[config.mk]
export PLATFORM = sky130hd
export DESIGN_NAME = i2c_framed_servo_pulse_generator_unit
export DESIGN_NICKNAME = d
export VERILOG_FILES = /design/src/ifsp_pkg.sv /design/src/ifsp_width_bank.sv /design/src/i2c_framed_servo_pulse_generator_unit.sv
export SDC_FILE = /design/constraint.sdc
export NUM_CORES = 1
export LEC_CHECK = 0
export ABC_CLOCK_PERIOD_IN_PS = 8900
export BUFFER_PORTS_ARGS = -buffer_cell sky130_fd_sc_hd__buf_2
export CAP_MARGIN = 0
export CORE_MARGIN = 2
export CORE_UTILIZATION = 30
export CTS_CLUSTER_DIAMETER = 60
export DETAILED_ROUTE_END_ITERATION = 10
export PLACE_DENSITY = 0.51
export REMOVE_ABC_BUFFERS = 1
export SETUP_SLACK_MARGIN = 0.4
export SKIP_CTS_REPAIR_TIMING = 1
export SYNTH_ARGS = -nofsm -noshare
export SYNTH_HDL_FRONTEND = slang
export SYNTH_SLANG_ARGS = --single-unit
[constraint.sdc]
create_clock -name clk_i -period 8.9 [get_ports clk_i]
set_input_delay 1.78 -clock clk_i [delete_from_list [all_inputs] [get_ports clk_i]]
set_output_delay 1.78 -clock clk_i [all_outputs]
set_load 0.01 [all_outputs]
[src/ifsp_pkg.sv]
package ifsp_pkg;

  // Block sizing
  localparam int unsigned CHANNELS   = 6;
  localparam int unsigned COUNT_BITS = 16;
  localparam int unsigned FRAME_LEN  = CHANNELS + 2;
  localparam int unsigned POS_DONE   = CHANNELS + 2;
  localparam int unsigned POS_BITS   = $clog2(POS_DONE + 1);
  localparam int unsigned FB_IDX_W   = $clog2(FRAME_LEN);

  // Register widths
  localparam int unsigned ADDR_W = 7;
  localparam int unsigned BASE_W = 16;
  localparam int unsigned STEP_W = 8;
  localparam int unsigned CFG_W  = 16;
  localparam int unsigned CFG_IDX_W = 2;

  // Register indexes
  localparam logic [CFG_IDX_W-1:0] CFG_DEVICE_ADDRESS = 2'd0;
  localparam logic [CFG_IDX_W-1:0] CFG_PULSE_BASE     = 2'd1;
  localparam logic [CFG_IDX_W-1:0] CFG_PULSE_STEP     = 2'd2;

  // Register reset values
  localparam logic [ADDR_W-1:0] ADDR_RESET = 7'd16;
  localparam logic [BASE_W-1:0] BASE_RESET = 16'd1000;
  localparam logic [STEP_W-1:0] STEP_RESET = 8'd10;
  localparam int unsigned       MID_PERCENT = 50;
  // Widths after reset: reset base plus fifty reset steps
  localparam logic [COUNT_BITS-1:0] WIDTH_RESET =
    COUNT_BITS'(int'(BASE_RESET) + MID_PERCENT * int'(STEP_RESET));

  // Reply codes
  localparam logic [7:0] REPLY_ACK = 8'h41;
  localparam logic [7:0] REPLY_NAK = 8'h4E;
  localparam logic [7:0] MODE_RADIO_OFF = 8'h01;

  // Stream layout
  localparam int unsigned OUT_BITS    = CHANNELS + 8 + 2 + 1 + 1;
  localparam int unsigned OUT_TDATA_W = ((OUT_BITS + 7) / 8) * 8;

  typedef enum logic [1:0] {
    REQ_ADDR_WR = 2'd0,
    REQ_ADDR_RD = 2'd1,
    REQ_DATA    = 2'd2,
    REQ_TICK    = 2'd3
  } req_e;

  typedef enum logic [1:0] {
    ST_NONE      = 2'd0,
    ST_ACCEPTED  = 2'd1,
    ST_CSUM_FAIL = 2'd2
  } status_e;

  // Width bank load request
  typedef struct packed {
    logic                        load;
    logic [CHANNELS-1:0][7:0]    percent;
  } load_t;

endpackage

[src/ifsp_width_bank.sv]
module ifsp_width_bank
  import ifsp_pkg::*;
(
  input  logic                  clk_i,
  input  logic                  rst_ni,
  input  load_t                 load_i,
  input  logic [BASE_W-1:0]     base_i,
  input  logic [STEP_W-1:0]     step_i,
  input  logic [COUNT_BITS-1:0] count_i,
  output logic [CHANNELS-1:0]   match_o
);

  logic [CHANNELS-1:0][COUNT_BITS-1:0] width_q, width_d;

  always_comb begin
    logic [15:0] prod;
    logic [31:0] sum;
    width_d = width_q;
    for (int i = 0; i < CHANNELS; i++) begin
      prod = 16'(load_i.percent[i]) * 16'(step_i);
      sum  = 32'(base_i) + 32'(prod);
      if (load_i.load) begin
        width_d[i] = sum[COUNT_BITS-1:0];
      end
      match_o[i] = (count_i == width_q[i]);
    end
  end

  always_ff @(posedge clk_i or negedge rst_ni) begin
    if (!rst_ni) begin
      for (int i = 0; i < CHANNELS; i++) begin
        width_q[i] <= WIDTH_RESET;
      end
    end else begin
      width_q <= width_d;
    end
  end

endmodule

[src/i2c_framed_servo_pulse_generator_unit.sv]
// Bus-slave servo pulse generator.
// Input stream: one request per bus event or timer tick. s_axis_tuser is the
// event kind (address+write, address+read, data byte, tick), s_axis_tdata the
// bus byte. Output stream: exactly one result per request, carrying the pin
// levels, reply byte, frame status, radio select and burst flag in tdata;
// tuser is high when the reply byte is meaningful.
// Config port: cfg_we_i writes register cfg_idx_i (0 device address,
// 1 pulse base, 2 pulse step); write only while idle.
// Output: each result is registered before the master side sees it.
// Throughput: one request per cycle unless m_axis_tready stalls; all of the
// work is one short combinational pass (six 8x8 width products, six 16-bit
// compares) between the input handshake and the result register.
// Reset: not addressed, no burst, pins low, radio selected, channel widths at
// reset base plus fifty reset steps.
// Stall: the result register holds while m_axis_tready is low; s_axis_tready
// is high whenever that register is empty or being drained.
module i2c_framed_servo_pulse_generator_unit
  import ifsp_pkg::*;
(
  input  logic                   clk_i,
  input  logic                   rst_ni,
  // config write port
  input  logic                   cfg_we_i,
  input  logic [CFG_IDX_W-1:0]   cfg_idx_i,
  input  logic [CFG_W-1:0]       cfg_data_i,
  // request stream
  input  logic                   s_axis_tvalid,
  output logic                   s_axis_tready,
  input  logic [7:0]             s_axis_tdata,   // [7:0] byte_value
  input  logic [1:0]             s_axis_tuser,   // [1:0] req_type
  // result stream
  output logic                   m_axis_tvalid,
  input  logic                   m_axis_tready,
  // [5:0] pin_levels, [13:6] reply_byte, [15:14] frame_status,
  // [16] radio_select, [17] pulsing, rest zero
  output logic [OUT_TDATA_W-1:0] m_axis_tdata,
  output logic                   m_axis_tuser    // [0] reply_valid
);

  // config registers
  logic [ADDR_W-1:0] dev_addr_q;
  logic [BASE_W-1:0] base_q;
  logic [STEP_W-1:0] step_q;

  // frame and burst state
  logic                          burst_q, burst_d;
  logic                          addressed_q, addressed_d;
  logic [POS_BITS-1:0]           pos_q, pos_d;
  logic [FRAME_LEN-1:0][7:0]     fb_q, fb_d;
  logic [7:0]                    xor_q, xor_d;
  logic [CHANNELS-1:0]           next_q, next_d;
  logic [CHANNELS-1:0]           pend_q, pend_d;
  logic [COUNT_BITS-1:0]         cnt_q, cnt_d;
  logic [CHANNELS-1:0]           pin_q, pin_d;
  logic                          radio_q, radio_d;

  // result register
  logic                          out_valid_q;
  logic [OUT_TDATA_W-1:0]        out_data_q, out_data_d;
  logic                          out_rvalid_q;

  logic     accept;
  req_e     req;
  logic [7:0] byte_in;
  logic     rvalid;
  logic [7:0] rbyte;
  status_e  status;
  load_t    load;
  logic [COUNT_BITS-1:0] cnt_inc;
  logic [CHANNELS-1:0]   match;
  logic [FB_IDX_W-1:0]   wr_idx;

  assign s_axis_tready = !out_valid_q || m_axis_tready;
  assign accept        = s_axis_tvalid && s_axis_tready;
  assign req           = req_e'(s_axis_tuser);
  assign byte_in       = s_axis_tdata;
  assign wr_idx        = pos_q[FB_IDX_W-1:0];

  ifsp_width_bank u_width_bank (
    .clk_i   (clk_i),
    .rst_ni  (rst_ni),
    .load_i  (load),
    .base_i  (base_q),
    .step_i  (step_q),
    .count_i (cnt_inc),
    .match_o (match)
  );

  // tick count for this tick; restarts from zero at burst end
  always_comb begin
    logic [COUNT_BITS-1:0] start;
    start   = (pend_q == '0) ? '0 : cnt_q;
    cnt_inc = start + COUNT_BITS'(1);
  end

  always_comb begin
    burst_d     = burst_q;
    addressed_d = addressed_q;
    pos_d       = pos_q;
    fb_d        = fb_q;
    xor_d       = xor_q;
    next_d      = next_q;
    pend_d      = pend_q;
    cnt_d       = cnt_q;
    pin_d       = pin_q;
    radio_d     = radio_q;
    rvalid      = 1'b0;
    rbyte       = '0;
    status      = ST_NONE;
    load.load   = 1'b0;
    for (int i = 0; i < CHANNELS; i++) begin
      load.percent[i] = fb_q[i+1];
    end

    if (accept) begin
      if (!burst_q) begin
        case (req)
          REQ_ADDR_WR: begin
            pos_d = '0;
            if (byte_in == {dev_addr_q, 1'b0}) begin
              addressed_d = 1'b1;
            end
          end
          REQ_ADDR_RD: begin
            if (addressed_q) begin
              rvalid = 1'b1;
              if (xor_q == fb_q[FRAME_LEN-1]) begin
                rbyte     = REPLY_ACK;
                status    = ST_ACCEPTED;
                load.load = 1'b1;
              end else begin
                rbyte  = REPLY_NAK;
                status = ST_CSUM_FAIL;
              end
              burst_d     = 1'b1;
              next_d      = '1;
              pend_d      = '1;
              radio_d     = (fb_q[0] & MODE_RADIO_OFF) == '0;
              addressed_d = 1'b0;
              pos_d       = POS_BITS'(POS_DONE);
            end
          end
          REQ_DATA: begin
            if (addressed_q) begin
              if (pos_q == '0) begin
                fb_d[0] = byte_in;
                xor_d   = byte_in;
                pos_d   = POS_BITS'(1);
              end else if (pos_q < POS_BITS'(FRAME_LEN - 1)) begin
                fb_d[wr_idx] = byte_in;
                xor_d        = xor_q ^ byte_in;
                pos_d        = pos_q + POS_BITS'(1);
              end else if (pos_q == POS_BITS'(FRAME_LEN - 1)) begin
                fb_d[FRAME_LEN-1] = byte_in;
                pos_d             = POS_BITS'(POS_DONE);
              end
            end
          end
          default: ;  // ticks outside a burst are dropped
        endcase
      end else if (req == REQ_TICK) begin
        pin_d = next_q;
        if (pend_q == '0) begin
          burst_d = 1'b0;
        end
        cnt_d  = cnt_inc;
        pend_d = pend_q & ~match;
        next_d = next_q & ~match;
      end
    end

    out_data_d = '0;
    out_data_d[CHANNELS-1:0]              = pin_d;
    out_data_d[CHANNELS+7:CHANNELS]       = rbyte;
    out_data_d[CHANNELS+9:CHANNELS+8]     = status;
    out_data_d[CHANNELS+10]               = radio_d;
    out_data_d[CHANNELS+11]               = burst_d;
  end

  always_ff @(posedge clk_i or negedge rst_ni) begin
    if (!rst_ni) begin
      dev_addr_q   <= ADDR_RESET;
      base_q       <= BASE_RESET;
      step_q       <= STEP_RESET;
      burst_q      <= 1'b0;
      addressed_q  <= 1'b0;
      pos_q        <= '0;
      fb_q         <= '0;
      xor_q        <= '0;
      next_q       <= '1;
      pend_q       <= '1;
      cnt_q        <= '0;
      pin_q        <= '0;
      radio_q      <= 1'b1;
      out_valid_q  <= 1'b0;
      out_rvalid_q <= 1'b0;
      out_data_q   <= '0;
    end else begin
      if (cfg_we_i) begin
        case (cfg_idx_i)
          CFG_DEVICE_ADDRESS: dev_addr_q <= cfg_data_i[ADDR_W-1:0];
          CFG_PULSE_BASE:     base_q     <= cfg_data_i[BASE_W-1:0];
          CFG_PULSE_STEP:     step_q     <= cfg_data_i[STEP_W-1:0];
          default: ;
        endcase
      end
      burst_q     <= burst_d;
      addressed_q <= addressed_d;
      pos_q       <= pos_d;
      fb_q        <= fb_d;
      xor_q       <= xor_d;
      next_q      <= next_d;
      pend_q      <= pend_d;
      cnt_q       <= cnt_d;
      pin_q       <= pin_d;
      radio_q     <= radio_d;
      if (accept) begin
        out_valid_q  <= 1'b1;
        out_rvalid_q <= rvalid;
        out_data_q   <= out_data_d;
      end else if (m_axis_tready) begin
        out_valid_q  <= 1'b0;
      end
    end
  end

  assign m_axis_tvalid = out_valid_q;
  assign m_axis_tdata  = out_data_q;
  assign m_axis_tuser  = out_rvalid_q;

`ifndef SYNTHESIS
  // a reply always starts a burst
  assert property (@(posedge clk_i) disable iff (!rst_ni)
    (m_axis_tvalid && m_axis_tuser) |-> m_axis_tdata[CHANNELS+11])
    else $error("reply without burst");

  // channels fall together in both masks
  assert property (@(posedge clk_i) disable iff (!rst_ni)
    next_q == pend_q)
    else $error("level and pending masks diverged");

  // bus is never addressed during a burst
  assert property (@(posedge clk_i) disable iff (!rst_ni)
    burst_q |-> !addressed_q)
    else $error("addressed while pulsing");

  // a burst only ends on an accepted tick
  assert property (@(posedge clk_i) disable iff (!rst_ni)
    $fell(burst_q) |-> $past(accept && req == REQ_TICK))
    else $error("burst ended without tick");

  // frame position stays in range
  assert property (@(posedge clk_i) disable iff (!rst_ni)
    pos_q <= POS_BITS'(POS_DONE))
    else $error("frame position out of range");
`endif

endmodule

Yosys cells after proc, flatten, opt, wreduce, memory -nomap -nowiden
Cells that the tools add are included.
Storage, ports and cells
  input port bits: 33
  logic and storage cells: 150
  output and inout port bits: 27
  flip-flop bits (word level): 260
Cells by class
  bitwise operators: 6
  multiply operators: 6
  magnitude comparators: 3
  reduce and logical (&&, ||, !) cells: 26
  add/sub/neg operators: 8
  mux-type cells: 53
  equal/unequal tests: 19
Operators with widths (count)
  16-bit adder: 6
  16-bit equality test: 6
  8-bit by 8-bit multiplier with 16-bit output: 6
  64-bit bitwise mux: 1
  8-bit two-way mux: 7
  6-bit two-way mux: 9
  8-bit demux with 3-bit select: 1
  4-bit two-way mux: 6
  7-bit two-way mux: 3
  1-bit two-way mux: 19
  6-bit AND reduction: 3
  16-bit by 1-bit adder with 16-bit output, second input constant: 1
  8-bit equality test: 2
  16-bit two-way mux: 1
  6-bit AND: 2
  4-bit case mux with 3 select lines: 1
  2-bit nonzero test: 6
  8-bit zero test: 1
  2-bit two-way mux: 4
  4-bit AND reduction: 2
  8-bit bitwise XOR: 1
  2-bit equality test, second input constant: 3
  6-bit zero test: 1
  2-bit != test, second input constant: 3
  other kinds (20): 26

Longest topological paths before layout
  word-level depth: 8
  gate-level depth with buffers: 20
  depth with buffers taken out: 18

Hierarchy
From an unflattened synthesis, not the netlist that was laid out.
Unflattened totals
  cells, all modules: 2791
  area, all modules: 26701.9 sq um
Modules (own cells, without submodules)
  ifsp_width_bank: area an instance 19742.7 sq um, sequential area each 2454.9 sq um, cells an instance 2213, times used 1
  i2c_framed_servo_pulse_generator_unit: area an instance 6959.2 sq um, sequential area each 3756.1 sq um, cells an instance 578, times used 1

Worst setup path after synthesis
OpenSTA, ideal clock, no wires.
  path type: register to register
  from: register step_q[1]
  to: register u_width_bank.width_q[95] (netlist bit)
  clock period less this slack: 4.786 ns
  setup time: 0.087 ns
  required time: 8.813 ns
  path slack: 4.114 ns
  arrival time: 4.699 ns
  path buffers: 2
  cell stages (with the launch flop): 19
  path through: dfstp_2 > clkbuf_1 > clkbuf_1 > nand2_1 > fa_1 > inv_1 > fa_1 > inv_1 > fa_1 > fa_1 > inv_1 > ha_1 > o21a_1 > o31a_1 > o211ai_1 > a21oi_1 > nor3_1 > or4_1 > o211ai_1
Between the ends
  longest elaborated chain between the ends: 2
RTL lines
  start, declared: line i2c_framed_servo_pulse_generator_unit.sv:43  | logic [STEP_W-1:0] step_q;
  start signal, assigned: line i2c_framed_servo_pulse_generator_unit.sv:203  | CFG_PULSE_STEP: step_q <= cfg_data_i[STEP_W-1:0];
  8-bit by 8-bit multiplier with 16-bit output: line ifsp_width_bank.sv:20  | prod = 16'(load_i.percent[i]) * 16'(step_i);
  16-bit adder: line ifsp_width_bank.sv:21  | sum = 32'(base_i) + 32'(prod);
  end signal, assigned: line ifsp_width_bank.sv:35  | width_q <= width_d;
  end, declared: line ifsp_width_bank.sv:13  | logic [CHANNELS-1:0][COUNT_BITS-1:0] width_q, width_d;
No other way between the ends.
A chain may end at the register's enable or synchronous reset.

Worst setup path after layout
  from: register step_q[3]
  to: register u_width_bank.width_q[63] (netlist bit)
Same word-level chain as after synthesis.

==> run metrics <==
area delta synth->final 9.93%; Cell Area, Synth roughly 27000 µm²; final antenna-violating net count 0; dominant cells by area after synthesis fa_1 22%, dfrtp_1 17%, ha_1 10%, inv_1 7.7%, dfstp_2 6.2%; DR WL/cell about 18 µm; min cycle time layout 5.45 ns; f_max 0.184 GHz; gr ovfl total 0; P_leak 14.4 nW; Die X between 300 and 400 µm; most frequent cell after synthesis inv_1; Crit. End Element register; First-pass DRT Iterations 5; Syn Inst Count between 2000 and 3000; vias about 19000; prevailing post-synth register cell dfrtp_1; synth cell count leaders 553 x inv_1, 386 x nand2_1, 300 x fa_1; cts bufs inserted 40; initial core utilization about 30%; setup tns final 0 ns; Required @ worst endpoint between 9 and 10 ns; DR iter-0 viols 1115; status finished, final reports clean; Routed WL ~73000 µm; crit path kind register to register; DR DRC count 0; max-cap viol count 0; post-synthesis cell type count 84; first-pass GRT wire length around 120000 µm; # IOs 60; P per Cell Area 190 nW/µm²; Synth Register Bits around 250; FF-to-FF End u_width_bank.width_q[63]$_DFFE_PN0P_; FF-to-FF Start step_q[3]$_DFFE_PN1P_; Hold WC Path Type register to register; Core Region between 80000 and 90000 µm²; Setup crit end u_width_bank.width_q[63]$_DFFE_PN0P_; GPL Wtd Cong just under 0.9; Yosys top cell area share 22.2%; Tot GR Track Use roughly 16%; Clock Skew about 0.020 ns; relative slew slack 24.3%; Core Rows 110; CTS tree done; clk buf depth 3; placed wire-length estimate 55400 µm; clock latency on the worst-skew pair 0.56 ns; Clock Pin Slew Worst Setup and Hold Paths ~0.060 ns; largest net degree at the start of global routing between 100 and 150; register area just over 6000 µm²; Final Hold Fails 0; Root Buffer clkbuf_16; post-synthesis cell type with the largest combined area fa_1; sequential area share after synthesis 22.9%; detailed-route vias per instance approximately 4.7; fillers around 9400; Startpoint Class register; R2R cell count 16; placed insts approximately 4100; final period utilization slightly above 60%; non-filler instance count after layout about 4100; Clock Sinks 245; unrepaired setup endpoints after global routing false; # H-tree levels 2; vias in the first global route just under 20000; Max Slew Vio Count 0; Final nets between 3000 and 4000; worst reg2reg setup slack 3.45 ns; Synth async-reset ratio 100%; Least-Margin Pin Slew 1.14 ns; VDD IR max between 0.1 and 0.15 mV; EDFF count, synth 0; Synth warnings 0; initial antenna violation count 0; total die area approximately 90000 µm²; multi-input logic area between 15000 and 20000 µm²; critical path fanouts, max 49; worst setup path start step_q[3]$_DFFE_PN1P_; syn avg cell area approximately 9 µm²; number of setup violations in the final report 0; Arrival @ worst endpoint 5.92 ns; share of cells above drive strength 1 between 10% and 20%; Die H slightly above 300 µm; Buffers on Ports 50
==> report_power, final <==
part | internal [mW] | total [mW] | switching (mW)
Sequential | 1.52 | 1.94 | 0.424
Combinational | 0.850 | 2.05 | 1.20
Clock | 1.05 | 1.67 | 0.625
==> cells by family after synthesis <==
kind of cell	count (synthesis)	share of synthesized area, %
DFF	245	22.9
buffers and inverters	696	10.1
xor gates and xnor gates	157	5.12
muxes	131	5.59
and+or+nand+nor	836	15.5
adders and majority gates	518	32.2
other	1	0.0138
AOI/OAI and AO/OA	372	8.53
==> layout by cell type, fill, tap and decap left out, types with 8 or more instances in the layout <==
cell       instances
inv_1            553
nand2_1          385
fa_1             300
ha_1             218
and2_1           195
dfrtp_1          180
o21ai_0          134
mux2_2           116
xor2_1            92
a21oi_1           84
xnor2_1           64
dfstp_2           64
nor2_1            62
nand3_1           49
buf_2             49
clkbuf_16         41
nor3_1            33
buf_4             19
nand4_1           17
o21a_1            16
or3_1             15
o211ai_1          14
o31ai_1           14
nor2b_1           13
and3_1            12
a31oi_1           12
o21bai_1          11
a21o_1            10
mux2i_1            9
conb_1             9
nor4_2             8
o2111ai_1          8
==> sequential cells by signal (all words and copies together), names as in the netlist <==
name and count:
addressed_q 1, base_q 16, burst_q 1, cnt_q 16, dev_addr_q 7, fb_q 57, m_axis_tdata 11, m_axis_tvalid 1
next_q 6, pend_q 6, pin_q 6, pos_q 4, radio_q 1, step_q 8, u_width_bank.width_q 96, xor_q 8
==> critical path, stage by stage, from the launching register on <==
cell      delay (ns)
dfstp_2         1.28
nand2_1         0.17
fa_1            0.54
fa_1            0.54
inv_1           0.05
fa_1            0.48
inv_1           0.06
fa_1            0.47
inv_1           0.04
ha_1            0.34
o21a_1          0.14
o31a_1          0.18
o211ai_1        0.12
a21oi_1         0.21
nor3_1          0.10
or4_1           0.51
o211ai_1        0.10
==> metrics by stage <==
stage          setup slack (ns)  hold WS (ns)  instance area (µm²)  utilization (%)  total power, mW
3_3_place_gp               3.56         0.457                28400             31.6             4.00
5_1_grt                    3.14         0.496                29800             33.2             6.11
6_report                   3.45         0.472                29800             33.2             5.66
4_1_cts                    3.47         0.477                29800             33.2             5.74
3_5_place_dp               3.50         0.462                28400             31.6             4.02
2_1_floorplan              2.76         0.421                26500                -             3.25
==> area by class of cell <==
| cell class | count | area share [%] |
|---|---|---|
| sequential | 245 | 20.9 |
| inverter | 553 | 6.97 |
| clock inverter | 24 | 1.11 |
| timing repair buffer | 70 | 1.42 |
| tap | 1176 | 4.94 |
| antenna | 1 | 0.00840 |
| multi-input combinational | 2023 | 61.1 |
| clock buffer | 48 | 3.60 |
==> worst min path at each step <==
stage                                    from  slack (ns)            endpoint  cells past startpoint
after floorplan           fb_q[0]$_DFFE_PN0P_        0.42   radio_q$_DFF_PN1_                      1
after global placement     pin_q[3]$_DFF_PN0_        0.46  pin_q[3]$_DFF_PN0_                      2
after detailed placement   pin_q[3]$_DFF_PN0_        0.46  pin_q[3]$_DFF_PN0_                      2
after CTS                  pin_q[5]$_DFF_PN0_        0.48  pin_q[5]$_DFF_PN0_                      2
after global routing       pin_q[3]$_DFF_PN0_        0.50  pin_q[3]$_DFF_PN0_                      2
final                      pin_q[3]$_DFF_PN0_        0.47  pin_q[3]$_DFF_PN0_                      2
==> layer usage <==
metal / track usage [%] / wire length (µm)
met5: 0 / 0
met4: 4.02 / 1730
met3: 1.86 / 2820
met2: 24.9 / 32000
met1: 23.5 / 36100
(Power assumes the default switching activity.)
